==> src/design/binary_heap_priority_queue_assert.svh <==
// Assertion macros for the binary heap priority queue.
// Both expect clk_i, and BHPQ_ASSERT also rst_ni, in the scope where they are used.
`ifndef BINARY_HEAP_PRIORITY_QUEUE_ASSERT_SVH
`define BINARY_HEAP_PRIORITY_QUEUE_ASSERT_SVH

`ifndef NO_ASSERTIONS

// Checked only outside reset
`define BHPQ_ASSERT(lbl, prop) \
  lbl: assert property (@(posedge clk_i) disable iff (!rst_ni) (prop)) \
    else $error("bhpq: assertion failed");

// Checked at every edge, reset included
`define BHPQ_ASSERT_ALWAYS(lbl, prop) \
  lbl: assert property (@(posedge clk_i) (prop)) \
    else $error("bhpq: assertion failed");

`else

`define BHPQ_ASSERT(lbl, prop)
`define BHPQ_ASSERT_ALWAYS(lbl, prop)

`endif

`endif

==> src/design/bhpq_ram.sv <==
// Simple dual-port RAM: one write port, one read port with registered data
module bhpq_ram #(
  parameter int WIDTH = 8,
  parameter int DEPTH = 16
) (
  input  logic                     clk_i,
  input  logic                     wr_en_i,
  input  logic [$clog2(DEPTH)-1:0] wr_addr_i,
  input  logic [WIDTH-1:0]         wr_data_i,
  input  logic                     rd_en_i,
  input  logic [$clog2(DEPTH)-1:0] rd_addr_i,
  output logic [WIDTH-1:0]         rd_data_o
);

  logic [WIDTH-1:0] mem_q [DEPTH];
  logic [WIDTH-1:0] rd_data_q;

  always_ff @(posedge clk_i) begin
    if (wr_en_i) begin
      mem_q[wr_addr_i] <= wr_data_i;
    end
    if (rd_en_i) begin
      rd_data_q <= mem_q[rd_addr_i];
    end
  end

  assign rd_data_o = rd_data_q;

endmodule

==> config.mk <==
export PLATFORM = sky130hd
export DESIGN_NAME = bhpq_ram
export DESIGN_NICKNAME = d
export VERILOG_FILES = /design/src/design/binary_heap_priority_queue_assert.svh /design/src/design/bhpq_ram.sv
export SDC_FILE = /design/constraint.sdc
export NUM_CORES = 1
export LEC_CHECK = 0
export ABC_AREA = 0
export ABC_CLOCK_PERIOD_IN_PS = 5500
export BUFFER_PORTS_ARGS = -buffer_cell sky130_fd_sc_hd__buf_2
export CORE_ASPECT_RATIO = 1.4
export CORE_MARGIN = 5
export CORE_UTILIZATION = 50
export CTS_CLUSTER_DIAMETER = 120
export DETAILED_ROUTE_END_ITERATION = 16
export PLACE_DENSITY = 0.68
export SYNTH_ARGS = -nofsm -noshare
export SYNTH_HDL_FRONTEND = slang
export SYNTH_SLANG_ARGS = --single-unit
==> constraint.sdc <==
create_clock -name clk_i -period 5.5 [get_ports clk_i]
set_input_delay 1.1 -clock clk_i [delete_from_list [all_inputs] [get_ports clk_i]]
set_output_delay 1.1 -clock clk_i [all_outputs]
set_load 0.05 [all_outputs]
==> summary.txt, run 1 <==
Timing
  – Skew final: 4.55 ps
  – PnR worst setup slack: 2710 ps
  – Fin crit share: 50.7%
  – Normalized max-slew margin: 29.6%
  – Max frequency: 0.358 GHz
  – Setup TNS: 0 ps
  – Worst Tran Pin Value: 1060 ps
  – Fin. Hold Viols: 0
  – Min Tclk post-route: 2790 ps
  – Unrepaired setup endpoints after global routing: false
  – Slew Limit Fails: 0
  – Setup violators final: 0

CTS
  – Total CTS buffers: 17
  – Post-CTS sizing: 0
  – # hold bufs at CTS: 0
  – TritonCTS clock tree: built
  – Post-CTS Setup Repair Bufs: 0
  – Clock Sinks: 136
  – Clock root cell: clkbuf_16
  – Max Root-Sink Buffers: 2
  – Reg clk slew, reported paths: 50 ps
  – Worst skew pair latency: 400 ps
  – H-tree lvl count: 4

Setup path
  – Crit-path max cell delay: 780 ps
  – Setup CP Type: in -> reg
  – CP endpoint kind: flip-flop
  – Crit-path max FO: 32
  – Critical path cell sequence: buf_2 > mux4_1 > a22oi_1 > nand2_1
  – Reg2Reg Launch Point: mem_q[3][6]
  – CP Launch Type: primary input
  – CP max stage cell: buf_2
  – Arr. time, crit path: 2930 ps
  – Flop2flop setup slack: 4010 ps
  – Reg2Reg Depth: 3
  – Crit path required time: 5640 ps
  – FF-to-FF End: rd_data_o[6]

Yosys
  – Area leader, netlist: edfxtp_1
  – Largest cells by area after synthesis: edfxtp_1, mux4_2, mux4_1
  – FFs w/ async S/R, synth: 0%
  – Yosys reg bits: 136
  – Most frequent cell after synthesis: edfxtp_1
  – Ys flop type: edfxtp_1
  – Syn Area/Cell: 22.8 um^2
  – Mapped Nets: 248
  – Synthesized area: 0.00523 mm^2
  – Synthesis Warnings: 0
  – Post-synth EDFFs: 136
  – Register area share after synthesis: 78.1%
  – Synth top area share: 78.1%
  – Post-synthesis cell type count: 18
  – Syn Inst Count: 229
  – Top cells by count, synth: edfxtp_1, mux4_2, a22oi_1

Hold path
  – Hold path startpoint: mem_q[15][2]
  – Worst Hold Depth: 3
  – Hold EP: rd_data_o[2]
  – HP Class: reg -> reg

Cells and area
  – Final Non-Filler Cells: 417
  – Fillers: 761
  – Fin util: 58.4%
  – Synthesis-to-layout area growth: 15.1%
  – Final antenna diode count: 0
  – NumNets Final: 285
  – Share of cells above drive strength 1: 26.2%

Placement
  – Hpwl dp: 5980 um
  – Cells after DPL: 385
  – Port Buffers: 26
  – GPL Wtd Cong: 0.755
  – DP Worst Slack: 2240 ps

Global routing
  – Tot GR Track Use: 17.3%
  – Vias in the first global route: 2569
  – First-pass GRT wire length: 14900 um
  – Largest net degree at the start of global routing: 33
  – Initial antenna violation count: 0
  – GR Overflow Total: 0

Die
  – Rows: 44
  – Die Area: 0.0126 mm^2
  – Die Wd: 96.4 um
  – IO Pins: 27
  – Starting Density: 50.8%
  – Die Y: 131 um
  – CORE AREA: 0.0103 mm^2

Detailed routing
  – Vias: 2395
  – Routed len/inst: 23.4 um
  – Routed vias/inst: 5.74
  – Remaining DRCs: 0
  – Drt initial violations: 206
  – Drt total wl: 9750 um
  – Detail Route Antenna Nets: 0
  – Drt pass-1 iters: 4

Status
  – Outcome: finished clean

Pwr
  – Worst vdd ir: 224 uV
  – Power density cells: 387 mW/mm^2
  – Lkg Pwr: 1.98 nW

Flow run
  – Total of max-cap violations: 0
==> cells in the final DEF, fill, tap and decap left out <==
cell type,Yosys,layout
edfxtp_1,136,136
buf_2,3,26
mux4_2,18,18
clkbuf_16,0,17
a22oi_1,16,16
mux4_1,14,14
nor2_1,13,13
nand2_1,9,9
clkinv_1,0,5
clkbuf_1,0,3
clkinv_2,0,3
nand3b_1,2,2
nor3_2,0,2
nand2b_1,2,2
nor3_1,4,2
clkinvlp_4,0,2
bufinv_16,0,2
buf_4,1,2
nor2b_1,1,1
and2_1,1,1
and2b_1,1,1
nand3_1,1,1
or3b_2,1,1
==> where the power goes <==
part / internal, mW / switching, mW / total (mW)
clock network: 0.655 / 0.383 / 1.04
logic: 0.0406 / 0.0758 / 0.116
registers: 1.17 / 0.00555 / 1.17
total: 1.86 / 0.464 / 2.33
==> sequential cells by signal, indices dropped and copies added (netlist names) <==
signal	count
mem_q	128
rd_data_o	8
==> metal layers <==
metal  part of all wire [%]  routed length, um  global-route usage [%]  up-vias
li1                       -                  -                       -     1050
met1                     40               3850                    21.0     1239
met2                     54               5250                    29.6       90
met3                    4.4                430                    3.84       16
met4                    2.2                213                    7.51        0
met5                      0                  0                       0        -
==> cell type report <==
type                       count  area, um^2  share of cell area (%)
timing repair buffer          28         145                    2.41
sequential                   136        4080                    67.9
multi-input combinational     83        1070                    17.7
clock inverter                12         109                    1.81
tap                          138         173                    2.87
clock buffer                  20         437                    7.26
==> metrics by stage <==
stage	total power, mW	instance area (um^2)	hold WS (ps)
after floorplan	1.27	5230	705
after global placement	1.31	5470	721
after detailed placement	1.31	5470	744
after CTS	2.34	6010	758
after global routing	2.40	6010	779
final	2.33	6010	748
==> critical path: cells and delay by family <==
| kind | cells | cell delay, ps |
|---|---|---|
| buffers and inverters | 1 | 780 |
| AO/OA/AOI/OAI | 1 | 250 |
| multiplexers | 1 | 670 |
| AND/OR/NAND/NOR | 1 | 110 |
==> worst max path at each step <==
stage                 startpoint           end  slack (ps)
detailed placement  rd_addr_i[0]  rd_data_o[0]        2240
global placement    rd_addr_i[0]  rd_data_o[0]        2240
global route        rd_addr_i[0]  rd_data_o[0]        2600
finish              rd_addr_i[0]  rd_data_o[0]        2710
CTS                 rd_addr_i[0]  rd_data_o[0]        2680
floorplan           wr_addr_i[2]   mem_q[0][0]        2910
==> cells by family after synthesis <==
| group | synth area share (%) |
|---|---|
| simple gates | 3.14 |
| flops | 78.1 |
| compound gates | 2.30 |
| buf+inv | 1.65 |
| mux | 14.8 |
Power figures use the tool's default switching activity.
==> run 2, diff against run 1 <==
Settings changed: ABC_CLOCK_PERIOD_IN_PS 5500 to 2620.
Clock period 5.5 ns to 2.62 ns, I/O delays scaled along.
==> summary.txt, run 2 (synthesis gave the netlist of run 1 again) <==
Status
  – Outcome: finished clean

CTS
  – Post-CTS Setup Repair Bufs: 0 (unchanged)
  – Reg clk slew, reported paths: 50 ps (about the same)
  – Worst skew pair latency: 400 ps (about the same)
  – TritonCTS clock tree: built
  – Post-CTS sizing: 0 (unchanged)
  – Clock Sinks: 136 (unchanged)
  – Clock root cell: clkbuf_16
  – H-tree lvl count: 4 (unchanged)
  – Total CTS buffers: 17 (unchanged)
  – # hold bufs at CTS: 0 (unchanged)
  – Max Root-Sink Buffers: 2 (unchanged)

Global routing
  – GR Overflow Total: 0 (unchanged)
  – Tot GR Track Use: 17.2% (-0.078 points)
  – Vias in the first global route: 2531 (-1.5%)
  – Initial antenna violation count: 0 (unchanged)
  – First-pass GRT wire length: 14900 um (-0.46%)
  – Largest net degree at the start of global routing: 17 (-48%)

Die
  – Die Wd: 96.4 um (unchanged)
  – CORE AREA: 0.0103 mm^2 (unchanged)
  – IO Pins: 27 (unchanged)
  – Die Y: 131 um (unchanged)
  – Starting Density: 50.8% (unchanged)
  – Die Area: 0.0126 mm^2 (unchanged)
  – Rows: 44 (unchanged)

Detailed routing
  – Drt pass-1 iters: 4 (unchanged)
  – Routed len/inst: 22.4 um (-4.0%)
  – Drt total wl: 9740 um (about the same)
  – Vias: 2426 (+1.3%)
  – Remaining DRCs: 0 (unchanged)
  – Detail Route Antenna Nets: 0 (unchanged)
  – Routed vias/inst: 5.59 (-2.7%)
  – Drt initial violations: 179 (-13%)

Pwr
  – Power, Total: 4.99 mW (+110%)
  – Worst vdd ir: 464 uV (+110%)
  – Power density cells: 806 mW/mm^2 (+110%)
  – Lkg Pwr: 2.11 nW (+6.4%)

Setup path
  – CP Launch Type: primary input
  – Crit path required time: 2770 ps (-2870 ps)
  – CP endpoint kind: flip-flop
  – Critical path cell sequence: buf_2 > buf_12 > mux4_1 > a22oi_1 > nand2_1
  – Crit-path max cell delay: 560 ps (-220 ps)
  – Setup CP Type: in -> reg
  – CP max stage cell: mux4_1
  – Arr. time, crit path: 1920 ps (-1010 ps)
  – Crit-path max FO: 12 (-63%)

Cells and area
  – NumNets Final: 304 (+6.7%)
  – Commonest non-fill, non-tap cells in the layout: edfxtp_1, buf_2, buf_4, mux4_2, clkbuf_16
  – Share of cells above drive strength 1: 31.1% (+4.9 points)
  – Fin util: 60.1% (+1.7 points)
  – Synthesis-to-layout area growth: 18.4%
  – Reg with most FFs: mem_q
  – Final antenna diode count: 0 (unchanged)
  – Commonest non-fill, non-tap cell in the layout: edfxtp_1
  – Max reg flops: 128 (unchanged)

Timing
  – Worst Tran Pin Value: 730 ps (-326 ps)
  – Setup TNS: 0 ps (unchanged)
  – Fin. Hold Viols: 0 (unchanged)
  – Skew final: 5.66 ps (+1.11 ps)
  – Unrepaired setup endpoints after global routing: false
  – Max frequency: 0.565 GHz
  – Fin crit share: 67.5%
  – Min Tclk post-route: 1770 ps
  – Setup violators final: 0 (unchanged)
  – Normalized max-slew margin: 51.1% (+22 points)
  – Slew Limit Fails: 0 (unchanged)

Placement
  – Port Buffers: 26 (unchanged)
  – GPL Wtd Cong: 0.710 (-6.0%)
  – Hpwl dp: 6610 um (+11%)

Hold path
  – HP Class: in -> reg

Flow run
  – Total of max-cap violations: 0 (unchanged)
==> run 2: changes by cell type in the layout (fill, tap and decap cells not counted), sizes merged <==
| cell | previous run | this run |
|---|---|---|
| buf | 28 | 47 |
| clkinvlp | 2 | 0 |
| bufinv | 2 | 3 |
| clkinv | 8 | 9 |
| clkbuf | 20 | 18 |
==> run 2: final cells by class <==
class,count,area [um^2]
clock buffers,18,429
clock inverters,12,135
fillers,735,4100
well taps,138,173
repair buffers,47,313
flip-flops and latches,136,4080
multi-input cells,83,1060
==> run 2: path summary, 6_finish.rpt <==
path                            cells after the start          from      endpoint  slack, ps
worst max-delay path                                5  rd_addr_i[0]  rd_data_o[1]        850
worst min-delay path                                1       rd_en_i  rd_data_o[2]        480
worst min register to register                      3   mem_q[6][7]  rd_data_o[7]        740
worst max register to register                      3   mem_q[0][4]  rd_data_o[4]       1080
==> run 2: metal layers <==
layer | share of wire [%] | track usage, % | wire, um | up-vias
li1 | - | - | - | 1094
met1 | 42 | 22.3 | 4110 | 1247
met2 | 52 | 27.7 | 5050 | 68
met3 | 3.8 | 4.01 | 367 | 17
met4 | 2.2 | 8.09 | 217 | 0
met5 | 0 | 0 | 0 | -
==> run 2: stage by stage <==
stage / setup slack, ps / std cells / hold slack [ps] / instance area (um^2)
3_5_place_dp: 439 / 404 / 741 / 5630
2_1_floorplan: 603 / 229 / 623 / 5230
5_1_grt: 799 / 434 / 466 / 6190
6_report: 850 / 434 / 481 / 6190
3_3_place_gp: 427 / 404 / 729 / 5630
4_1_cts: 873 / 434 / 468 / 6190
==> run 2: power breakdown <==
| part | switching, mW | leakage, nW | internal (mW) |
|---|---|---|---|
| Sequential | 0.0120 | 1.24 | 2.45 |
| Combinational | 0.160 | 0.593 | 0.0970 |
| Clock | 0.805 | 0.281 | 1.46 |
==> run 2: worst max-delay path: cells and delay by family <==
family	cells	cell delay, ps
compound gates	1	250
buf+inv	2	470
mux	1	560
simple gates	1	100
